==> config.mk <==
export PLATFORM = sky130hd
export DESIGN_NAME = open_addressing_hash_insert
export DESIGN_NICKNAME = d
export VERILOG_FILES = /design/src/design/oahi_pkg.sv /design/src/design/oahi_modunit.sv /design/src/design/oahi_store.sv /design/src/design/open_addressing_hash_insert.sv
export SDC_FILE = /design/constraint.sdc
export NUM_CORES = 1
export LEC_CHECK = 0
export ABC_AREA = 1
export BUFFER_PORTS_ARGS = -buffer_cell sky130_fd_sc_hd__buf_2
export CAP_MARGIN = 20
export CORE_UTILIZATION = 62
export CTS_CLUSTER_DIAMETER = 30
export DETAILED_ROUTE_END_ITERATION = 7
export GPL_ROUTABILITY_DRIVEN = 0
export PLACE_DENSITY = 0.8
export SLEW_MARGIN = 10
export SYNTH_ARGS = -nofsm -noshare
export SYNTH_HDL_FRONTEND = slang
export SYNTH_SLANG_ARGS = --single-unit
export TNS_END_PERCENT = 5
==> constraint.sdc <==
create_clock -name i_clk -period 9.8 [get_ports i_clk]
set_clock_uncertainty 0.2 [all_clocks]
set_input_delay 0.49 -clock i_clk [delete_from_list [all_inputs] [get_ports i_clk]]
set_output_delay 0.49 -clock i_clk [all_outputs]
set_load 0.02 [all_outputs]
==> src/design/oahi_pkg.sv <==
// ----------------------------------------------------------------------------
// oahi_pkg
// Types and constants shared by the open-addressed hash insert block.
// ----------------------------------------------------------------------------
`default_nettype none

package oahi_pkg;

    localparam int KEY_W       = 31;
    localparam int SIZE_W      = 7;
    localparam int SLOT_W      = 6;
    localparam int MODE_W      = 2;
    localparam int DIGIT_W     = 4;
    localparam int DIGITS      = 8;
    localparam int DIGIT_CNT_W = 3;
    localparam int SHIFT_W     = DIGIT_W * DIGITS;

    localparam logic [MODE_W-1:0] MODE_LINEAR = 2'd0;
    localparam logic [MODE_W-1:0] MODE_QUAD   = 2'd1;
    localparam logic [MODE_W-1:0] MODE_DOUBLE = 2'd2;

    localparam logic [SIZE_W-1:0] DH_PRIME = 7'd7;

    localparam logic CFG_PROBE_MODE = 1'b0;
    localparam logic CFG_TABLE_SIZE = 1'b1;

    localparam logic [MODE_W-1:0] MODE_RESET = MODE_LINEAR;
    localparam logic [SIZE_W-1:0] SIZE_RESET = 7'd64;

    typedef enum logic [1:0] {
        S_IDLE,
        S_DIV,
        S_RED,
        S_PROBE
    } t_state;

    typedef struct packed {
        logic              en;
        logic [SIZE_W-1:0] idx;
        logic [KEY_W-1:0]  key;
    } t_store_wr;

endpackage

`default_nettype wire

==> src/design/oahi_modunit.sv <==
// ----------------------------------------------------------------------------
// oahi_modunit
// Restoring remainder step: folds one 4-bit digit into a running remainder.
// ----------------------------------------------------------------------------
`default_nettype none

module oahi_modunit (
    input  wire logic [oahi_pkg::SIZE_W-1:0]  i_rem,
    input  wire logic [oahi_pkg::DIGIT_W-1:0] i_digit,
    input  wire logic [oahi_pkg::SIZE_W-1:0]  i_mod,
    output logic      [oahi_pkg::SIZE_W-1:0]  o_rem
);

    always_comb begin
        logic [oahi_pkg::SIZE_W-1:0] v_rem;
        logic [oahi_pkg::SIZE_W:0]   v_trial;
        v_rem = i_rem;
        // remainder stays below the modulus, so one subtract per bit suffices
        for (int k = oahi_pkg::DIGIT_W - 1; k >= 0; k--) begin
            v_trial = {v_rem, i_digit[k]};
            if (v_trial >= {1'b0, i_mod}) begin
                v_trial = v_trial - {1'b0, i_mod};
            end
            v_rem = v_trial[oahi_pkg::SIZE_W-1:0];
        end
        o_rem = v_rem;
    end

endmodule

`default_nettype wire

==> src/design/oahi_store.sv <==
// ----------------------------------------------------------------------------
// oahi_store
// Slot occupancy flags, cleared by reset, and the key store behind them.
// ----------------------------------------------------------------------------
`default_nettype none

module oahi_store #(
    parameter int DEPTH = 64,
    parameter int IW    = 6
) (
    input  wire logic                i_clk,
    input  wire logic                i_rst_n,
    input  wire oahi_pkg::t_store_wr i_wr,
    input  wire logic [IW-1:0]       i_rd_idx,
    output logic                     o_used
);

    logic [DEPTH-1:0]            r_used;
    logic [oahi_pkg::KEY_W-1:0]  r_key_mem [DEPTH];

    always_ff @(posedge i_clk) begin
        if (!i_rst_n) begin
            r_used <= '0;
        end else if (i_wr.en) begin
            r_used[i_wr.idx[IW-1:0]] <= 1'b1;
        end
    end

    always_ff @(posedge i_clk) begin
        if (i_wr.en) begin
            r_key_mem[i_wr.idx[IW-1:0]] <= i_wr.key;
        end
    end

    assign o_used = r_used[i_rd_idx];

endmodule

`default_nettype wire

==> src/design/open_addressing_hash_insert.sv <==
// ----------------------------------------------------------------------------
// open_addressing_hash_insert
// Inserts keys into an open-addressed table with linear, quadratic or
// double-hashing probes; reports slot, occupied slots passed and a full flag.
// ----------------------------------------------------------------------------
// channel   dir  handshake                 payload
// item      in   start high, busy low      i_key
// result    out  o_strobe, one cycle       o_slot, o_probes, o_full_res
// config    in   i_cfg_we                  i_cfg_idx, i_cfg_data
//
// Each item passes S_DIV, where both remainder units fold one 4-bit key digit
// per cycle, most significant first; then S_RED, which brings the step below
// the size (needed only when the size does not exceed the step); then S_PROBE,
// one slot-flag lookup per probe until a free slot is found or the table is
// full. busy is low again in the strobe cycle.
// Reset clears all slot flags at once; probe_mode goes to linear, size to 64.
// The receiver cannot stall: each result is shown for exactly one cycle.
// ----------------------------------------------------------------------------
`default_nettype none

module open_addressing_hash_insert #(
    parameter int TABLE_DEPTH = 64
) (
    input  wire logic                             i_clk,
    input  wire logic                             i_rst_n,
    input  wire logic                             start,
    output logic                                  busy,
    input  wire logic [oahi_pkg::KEY_W-1:0]       i_key,
    output logic                                  o_strobe,
    output logic      [oahi_pkg::SLOT_W-1:0]      o_slot,
    output logic      [oahi_pkg::SIZE_W-1:0]      o_probes,
    output logic                                  o_full_res,
    input  wire logic                             i_cfg_we,
    input  wire logic                             i_cfg_idx,
    input  wire logic [oahi_pkg::SIZE_W-1:0]      i_cfg_data
);

    // table_size is 7 bits, so no more than 127 slots are ever reachable
    localparam int USED_DEPTH = (TABLE_DEPTH < 128) ? TABLE_DEPTH : 128;
    localparam int IW         = $clog2(USED_DEPTH);
    localparam logic [oahi_pkg::SIZE_W-1:0] SIZE_CAP =
        oahi_pkg::SIZE_W'((USED_DEPTH > 127) ? 127 : USED_DEPTH);

    localparam int SW = oahi_pkg::SIZE_W;

    oahi_pkg::t_state r_state, n_state;

    logic [oahi_pkg::MODE_W-1:0]      r_mode;
    logic [SW-1:0]                    r_table_size;

    logic [oahi_pkg::SHIFT_W-1:0]     r_shift, n_shift;
    logic [oahi_pkg::DIGIT_CNT_W-1:0] r_cnt, n_cnt;
    logic [SW-1:0]                    r_rem, n_rem;
    logic [SW-1:0]                    r_rem7, n_rem7;
    logic [SW-1:0]                    r_size, n_size;
    logic [oahi_pkg::KEY_W-1:0]       r_key, n_key;
    logic [SW-1:0]                    r_inc, n_inc;
    logic [SW-1:0]                    r_idx, n_idx;
    logic [SW-1:0]                    r_i, n_i;
    logic                             r_strobe, n_strobe;
    logic [oahi_pkg::SLOT_W-1:0]      r_slot, n_slot;
    logic [SW-1:0]                    r_probes, n_probes;
    logic                             r_full, n_full;

    logic [SW-1:0]        eff_size;
    logic [SW-1:0]        div_rem;
    logic [SW-1:0]        div_rem7;
    logic [SW:0]          idx_sum;
    logic [SW-1:0]        idx_next;
    logic [SW:0]          inc_sum;
    logic [SW-1:0]        inc_next;
    logic                 slot_used;
    oahi_pkg::t_store_wr  store_wr;

    // configuration registers
    always_ff @(posedge i_clk) begin
        if (!i_rst_n) begin
            r_mode       <= oahi_pkg::MODE_RESET;
            r_table_size <= oahi_pkg::SIZE_RESET;
        end else if (i_cfg_we) begin
            unique case (i_cfg_idx)
                oahi_pkg::CFG_PROBE_MODE: r_mode       <= i_cfg_data[oahi_pkg::MODE_W-1:0];
                oahi_pkg::CFG_TABLE_SIZE: r_table_size <= i_cfg_data;
            endcase
        end
    end

    always_comb begin
        if (r_table_size == '0) begin
            eff_size = SW'(1);
        end else if (r_table_size > SIZE_CAP) begin
            eff_size = SIZE_CAP;
        end else begin
            eff_size = r_table_size;
        end
    end

    // home slot and key mod 7, one digit per cycle, most significant first
    oahi_modunit u_mod_home (
        .i_rem   (r_rem),
        .i_digit (r_shift[oahi_pkg::SHIFT_W-1 -: oahi_pkg::DIGIT_W]),
        .i_mod   (r_size),
        .o_rem   (div_rem)
    );

    oahi_modunit u_mod_prime (
        .i_rem   (r_rem7),
        .i_digit (r_shift[oahi_pkg::SHIFT_W-1 -: oahi_pkg::DIGIT_W]),
        .i_mod   (oahi_pkg::DH_PRIME),
        .o_rem   (div_rem7)
    );

    // both operands stay below the size, so one subtract wraps the sum
    assign idx_sum  = {1'b0, r_idx} + {1'b0, r_inc};
    assign idx_next = (idx_sum >= {1'b0, r_size}) ? SW'(idx_sum - {1'b0, r_size})
                                                  : idx_sum[SW-1:0];
    assign inc_sum  = {1'b0, r_inc} + (SW+1)'(2);
    assign inc_next = (inc_sum >= {1'b0, r_size}) ? SW'(inc_sum - {1'b0, r_size})
                                                  : inc_sum[SW-1:0];

    oahi_store #(
        .DEPTH (USED_DEPTH),
        .IW    (IW)
    ) u_store (
        .i_clk    (i_clk),
        .i_rst_n  (i_rst_n),
        .i_wr     (store_wr),
        .i_rd_idx (r_idx[IW-1:0]),
        .o_used   (slot_used)
    );

    always_ff @(posedge i_clk) begin
        if (!i_rst_n) begin
            r_state  <= oahi_pkg::S_IDLE;
            r_strobe <= 1'b0;
        end else begin
            r_state  <= n_state;
            r_strobe <= n_strobe;
        end
    end

    always_ff @(posedge i_clk) begin
        r_shift  <= n_shift;
        r_cnt    <= n_cnt;
        r_rem    <= n_rem;
        r_rem7   <= n_rem7;
        r_size   <= n_size;
        r_key    <= n_key;
        r_inc    <= n_inc;
        r_idx    <= n_idx;
        r_i      <= n_i;
        r_slot   <= n_slot;
        r_probes <= n_probes;
        r_full   <= n_full;
    end

    always_comb begin
        n_state  = r_state;
        n_shift  = r_shift;
        n_cnt    = r_cnt;
        n_rem    = r_rem;
        n_rem7   = r_rem7;
        n_size   = r_size;
        n_key    = r_key;
        n_inc    = r_inc;
        n_idx    = r_idx;
        n_i      = r_i;
        n_strobe = 1'b0;
        n_slot   = r_slot;
        n_probes = r_probes;
        n_full   = r_full;
        store_wr = '{en: 1'b0, idx: r_idx, key: r_key};

        unique case (r_state)
            oahi_pkg::S_IDLE: begin
                if (start) begin
                    n_shift = {1'b0, i_key};
                    n_key   = i_key;
                    n_cnt   = '0;
                    n_rem   = '0;
                    n_rem7  = '0;
                    n_size  = eff_size;
                    n_state = oahi_pkg::S_DIV;
                end
            end
            oahi_pkg::S_DIV: begin
                n_shift = r_shift << oahi_pkg::DIGIT_W;
                n_rem   = div_rem;
                n_rem7  = div_rem7;
                n_cnt   = r_cnt + 1'b1;
                if (r_cnt == oahi_pkg::DIGIT_CNT_W'(oahi_pkg::DIGITS - 1)) begin
                    n_idx   = div_rem;
                    n_i     = '0;
                    n_state = oahi_pkg::S_RED;
                    if (r_mode == oahi_pkg::MODE_DOUBLE) begin
                        n_inc = oahi_pkg::DH_PRIME - div_rem7;
                    end else begin
                        n_inc = SW'(1);
                    end
                end
            end
            oahi_pkg::S_RED: begin
                // bring the step below the size
                if (r_inc >= r_size) begin
                    n_inc = r_inc - r_size;
                end else begin
                    n_state = oahi_pkg::S_PROBE;
                end
            end
            oahi_pkg::S_PROBE: begin
                if (!slot_used) begin
                    store_wr.en = 1'b1;
                    n_strobe    = 1'b1;
                    n_slot      = r_idx[oahi_pkg::SLOT_W-1:0];
                    n_probes    = r_i;
                    n_full      = 1'b0;
                    n_state     = oahi_pkg::S_IDLE;
                end else if (r_i + SW'(1) == r_size) begin
                    // every probe hit an occupied slot: drop the key
                    n_strobe = 1'b1;
                    n_slot   = '0;
                    n_probes = r_size;
                    n_full   = 1'b1;
                    n_state  = oahi_pkg::S_IDLE;
                end else begin
                    n_i   = r_i + SW'(1);
                    n_idx = idx_next;
                    // quadratic offsets grow by 2i+1
                    if (r_mode == oahi_pkg::MODE_QUAD) begin
                        n_inc = inc_next;
                    end
                end
            end
            default: begin
                n_state = oahi_pkg::S_IDLE;
            end
        endcase
    end

    assign busy       = (r_state != oahi_pkg::S_IDLE);
    assign o_strobe   = r_strobe;
    assign o_slot     = r_slot;
    assign o_probes   = r_probes;
    assign o_full_res = r_full;

endmodule

`default_nettype wire

After elaboration in Yosys (flattened, before gate mapping)
Index checks and enable logic that the tools add are counted.
{ "word_totals": {"ff_bits": 167, "input_bits": 43} }
{ "op_classes": {"add_sub_neg": 16, "order_cmp": 14, "eq_ne": 16, "n_mux": 52, "n_bitwise": 2, "reduce_logical": 17} }
{ "ops": {"columns": ["cell", "n"], "rows": [
  ["7-bit 2-to-1 mux", 26],
  ["64-bit bitwise OR", 1],
  ["32-bit case mux with 2 select lines", 1],
  ["7-bit case mux with 2 select lines", 4],
  ["7-bit subtractor", 7],
  ["8-bit by 7-bit >= comparator with 1-bit output", 6],
  ["8-bit by 3-bit >= comparator with 1-bit output, second input constant", 4],
  ["32-bit 2-to-1 mux", 1],
  ["7-bit by 3-bit subtractor with 7-bit output, second input constant", 4],
  ["7-bit case mux with 3 select lines", 1],
  ["2-bit != test, second input constant", 7],
  ["6-bit 2-to-1 mux", 2],
  ["2-bit AND reduction", 6],
  ["2-bit 2-to-1 mux", 5],
  ["7-bit by 2-bit adder with 8-bit output, second input constant", 1],
  ["7-bit by 7-bit adder with 8-bit output", 1],
  ["2-bit case mux with 4 select lines", 1],
  ["4-bit AND reduction", 2],
  ["7-bit by 1-bit adder with 7-bit output, second input constant", 1],
  ["7-bit == test", 1],
  ["7-bit >= comparator", 1],
  ["7-bit > comparator, second input constant", 1],
  ["7-bit logical NOT", 1],
  ["6-bit by 7-bit less-than comparator with 1-bit output, second input constant", 1],
  ["20 further kinds", 31]
]} }

Longest topological paths before layout
{ "logic_depth": {"word_depth": 12, "mapped_depth": 50, "mapped_depth_nobuf": 49} }

By module
From an unflattened synthesis, not the netlist that was laid out.
{ "unflattened": {"hier_cells": 1612, "area_unflattened_um2": 12922.4} }
{ "by_module_without_submodules": {"columns": ["module", "instances", "cells_per_inst", "area_each_um2", "seq_area_each_um2"], "rows": [
  ["open_addressing_hash_insert", 1, 717, 6865.3, 3903.7],
  ["oahi_modunit", 2, 254, 1612.8, 0.0],
  ["oahi_store", 1, 387, 2831.5, 1281.2]
]} }

Least setup slack after synthesis
Ideal clock, no wire load.
{ "synth_path": {"path_kind": "register to register", "startpoint": "register r_size[1]", "endpoint": "register r_idx[2], data pin", "setup_ns": 0.257, "arrival_ns": 7.351, "setup_slack_ns": 1.992, "path_stages_with_launch": 43, "path_buffers": 1, "path_cell_list": "edfxtp_1 -> inv_1 -> fa_1 -> a21oi_1 -> o21bai_1 -> a21boi_0 -> nor2_1 -> nor2_1 -> buf_2 -> inv_1 -> o21ai_0 -> inv_1 -> fa_1 -> nor2_1 -> nor2_1 -> nor2_1 -> a211o_1 -> nand2_1 -> (+7 left out) -> and2_1 -> nor2_1 -> a211o_1 -> a211oi_1 -> nand3_2 -> o21ai_0 -> inv_1 -> fa_1 -> a221o_1 -> a21oi_1 -> inv_1 -> a21oi_1 -> o21ai_0 -> a21oi_1 -> nand3_2 -> or2_1 -> nand3_1 -> nand2_1"} }
{ "synth_between": {"elab_chain_len": 10, "elab_cells_between_ends": 19, "classes_between": "5 x add/sub; 5 x order compare; 9 x mux"} }
{ "synth_rtl": {"columns": ["element", "line_no", "rtl"], "rows": [
  ["start: declaration", "open_addressing_hash_insert.sv:55", "logic [SW-1:0] r_size, n_size;"],
  ["start signal: assignment", "open_addressing_hash_insert.sv:147", "r_size <= n_size;"],
  ["7-bit subtractor / 8-bit by 7-bit >= comparator with 1-bit output (equally long branches)", "oahi_modunit.sv:22, oahi_modunit.sv:21", null],
  ["7-bit 2-to-1 mux", "oahi_modunit.sv:21", "if (v_trial >= {1'b0, i_mod}) begin"],
  ["7-bit subtractor / 8-bit by 7-bit >= comparator with 1-bit output (equally long branches)", "oahi_modunit.sv:22, oahi_modunit.sv:21", null],
  ["7-bit 2-to-1 mux", "oahi_modunit.sv:21", null],
  ["8-bit by 7-bit >= comparator with 1-bit output / 7-bit subtractor (equally long branches)", "oahi_modunit.sv:21, oahi_modunit.sv:22", null],
  ["7-bit 2-to-1 mux", "oahi_modunit.sv:21", null],
  ["7-bit subtractor / 8-bit by 7-bit >= comparator with 1-bit output (equally long branches)", "oahi_modunit.sv:22, oahi_modunit.sv:21", null],
  ["7-bit 2-to-1 mux", "oahi_modunit.sv:21", null],
  ["7-bit 2-to-1 mux", "open_addressing_hash_insert.sv:191", "if (r_cnt == oahi_pkg::DIGIT_CNT_W'(oahi_pkg::DIGITS - 1)) begin"],
  ["7-bit case mux with 2 select lines (*)", "open_addressing_hash_insert.sv:174", "unique case (r_state)"],
  ["via n_idx[2]", "open_addressing_hash_insert.sv:58", "logic [SW-1:0] r_idx, n_idx;"],
  ["end signal: assignment", "open_addressing_hash_insert.sv:150", "r_idx <= n_idx;"],
  ["end: declaration", "open_addressing_hash_insert.sv:58", null]
]} }
The timed path passes the listed nets; every way through them passes the cells marked *. The select of a mux whose other input is x is not followed.
A chain may end at the register's enable or synchronous reset.

Worst setup path after layout
{ "layout_path": {"startpoint": "register r_size[0]", "endpoint": "register r_idx[2], data pin"} }
The elaborated chain is that of the path after synthesis.

==> summary.txt <==
WL met1: 11.0 mm
Sequential area share after synthesis: 40.1%
Total iterations of the first detailed-routing run: 6
Startpoint types: flip-flop
Final Cycle Share: 91.9%
Count leader, synth: nand2_1
Post-Syn Instances: 1337
Reg-to-reg setup timing slack: 0.80 ns
Detailed Route WL: 25.5 mm
Core Region: 16600 µm²
Layout cell share with drive strength beyond 1: 12.9%
Die area: 17600 µm²
CP max stage cell: edfxtp_1
CTS Hold Bufs: 0
Yosys reg bits: 167
Min Tclk post-route: 9.00 ns
Met3 WL: 1.74 mm
Die Height: 133 µm
Area growth from synthesis to layout: 10.9%
Antenna Nets Post-Route: 0
DRC: 0
# clock sinks: 167
Initial antenna violation count: 0
HP Class: input port to flip-flop
I/O pin cnt: 59
Worst-Margin Slew: 1.10 ns
Hold WS: 0.0978 ns
Final hold vios: 0
CP arrival: 8.99 ns
EDFF count, synth: 91
Starting Density: 63.7%
Largest net degree at the start of global routing: 68
Worst EP required: 9.79 ns
# diodes: 0
Total global-route track usage: 29.7%
Vias per cell: 5.78
Final nets: 1512
Fmax achieved: 0.111 GHz
Critical path fanouts, max: 11
H-tree lvl count: 4
CTS root buf: clkbuf_16
Met2 wire len: 12.0 mm
Status: finished clean
Vias in the first global route: 8774
Clock latency on the worst-skew pair: 0.43 ns
DR iter-0 viols: 896
Crit path kind: flip-flop to flip-flop
CTS clk-pin slew, worst paths: 0.07 ns
CP max stage delay: 0.60 ns
Mapped Nets: 1456
Number of port buffers: 58
Synth top area share: 25.8%
First-pass GRT wire length: 41.7 mm
Dpl hpwl: 17.8 mm
Synth cell types: 56
Pins over their slew limit: 0
Cell area after synthesis: 10600 µm²
Max Cap Viol: 0
Grt total ovfl: 0
Post-synth top cells: nand2_1 (273), inv_1 (165), nor2_1 (120)
Synth Warn #: 0
FP Rows: 47
CTS tree: built
Asr flop ratio synth: 0%
Top layer in use: met4
Max_slew headroom: 26.2%
Final setup fails: 0
Vias post-DR: 9396
Clk buf depth: 2
Total CTS buffers: 17
Largest area contributor in the netlist: edfxtp_1
Die Span X: 133 µm
Synth top area cells: edfxtp_1 (26%), dfxtp_1 (14%), nand2_1 (9.7%), ha_1 (8.0%), inv_1 (5.8%)
Sum Neg Setup Slack: 0 ns
Critical Path End Type: flip-flop
Post-DR wirelength/cell: 15.7 µm
Unrepaired setup endpoints after global routing: no
Mean Syn Cell Area: 7.93 µm²
Ys flop type: edfxtp_1
## logic make-up (layout without fill, tap and decap cells)
kind of cell	Yosys count	in the layout	synth area share [%]
xor gates and xnor gates	49	49	4.05
AOI/OAI and AO/OA	242	242	13.2
DFF	167	167	40.1
adders and majority gates	76	76	9.53
and+or+nand+nor	580	580	24.9
buffers and inverters	223	292	8.16
## cell usage in the layout (no fill, tap or decap), types with 16 or more instances in the layout
cell / n
nand2_1: 273
inv_1: 163
nor2_1: 119
nand3_1: 103
a21oi_1: 94
edfxtp_1: 91
dfxtp_1: 76
ha_1: 68
o21ai_0: 59
buf_2: 58
xor2_1: 33
nand2_2: 23
o22ai_1: 21
clkbuf_16: 19
a31oi_1: 17
inv_2: 16
xnor2_1: 16
## what timing repair did
item	CTS	global route
buffers inserted	0	6
endpoints found under the setup margin	0	14
resized for setup	0	2
## worst max-delay path: cells and delay by family, from the launching register on
kind | cells | cell delay (ns)
buf+inv | 6 | 0.56
simple gates | 17 | 2.50
fa+ha+maj | 5 | 1.90
compound gates | 14 | 3.03
flops | 1 | 0.60
## flip-flops by register name, summed over array words and instances (netlist names)
signal and count:
r_shift 32, r_state 2, o_full_res 1, r_inc 7
r_size 7, o_probes 7, r_i 7, r_rem 7
r_table_size 7, r_mode 2, r_idx 7, o_strobe 1
o_slot 6, u_store.r_used 64, r_cnt 3, r_rem7 7
## cell type report
| class | count | area, µm² |
|---|---|---|
| fill | 1303 | 4880 |
| multi-input combinational | 947 | 5510 |
| sequential | 167 | 4250 |
| clock buffer | 22 | 517 |
| tap | 220 | 275 |
| inverter | 187 | 713 |
| clock inverter | 10 | 91.3 |
| timing repair buffer | 73 | 400 |
## metal layers
layer / vias up / GRT usage, %
met1: 4341 / 39.1
met4: 0 / 12.5
li1: 4595 / -
met3: 75 / 5.48
met5: - / 0
met2: 385 / 48.1
## worst paths after layout
path	startpoint	endpoint	depth (start not counted)
max reg2reg	r_size[0]$_SDFFCE_PP1P_	r_idx[2]$_DFFE_PP_	42
max	r_size[0]$_SDFFCE_PP1P_	r_idx[2]$_DFFE_PP_	42
min	i_cfg_data[6]	r_table_size[6]$_SDFFE_PN1P_	3
min reg2reg	u_store.r_used[43]$_SDFFE_PN0P_	u_store.r_used[43]$_SDFFE_PN0P_	2
## through the flow
stage | instances | instance area (µm²) | utilization, % | setup WS (ns)
floorplan | 1337 | 10600 | - | 1.99
global placement | 1587 | 11100 | 66.7 | 1.16
detailed placement | 1587 | 11100 | 66.7 | 0.709
CTS | 1619 | 11700 | 70.3 | 0.683
global route | 1626 | 11800 | 70.7 | 0.124
finish | 1626 | 11800 | 70.7 | 0.798
Power is not shown: default switching activity piles up to over one toggle a cycle in this logic, so the estimate is an artifact.
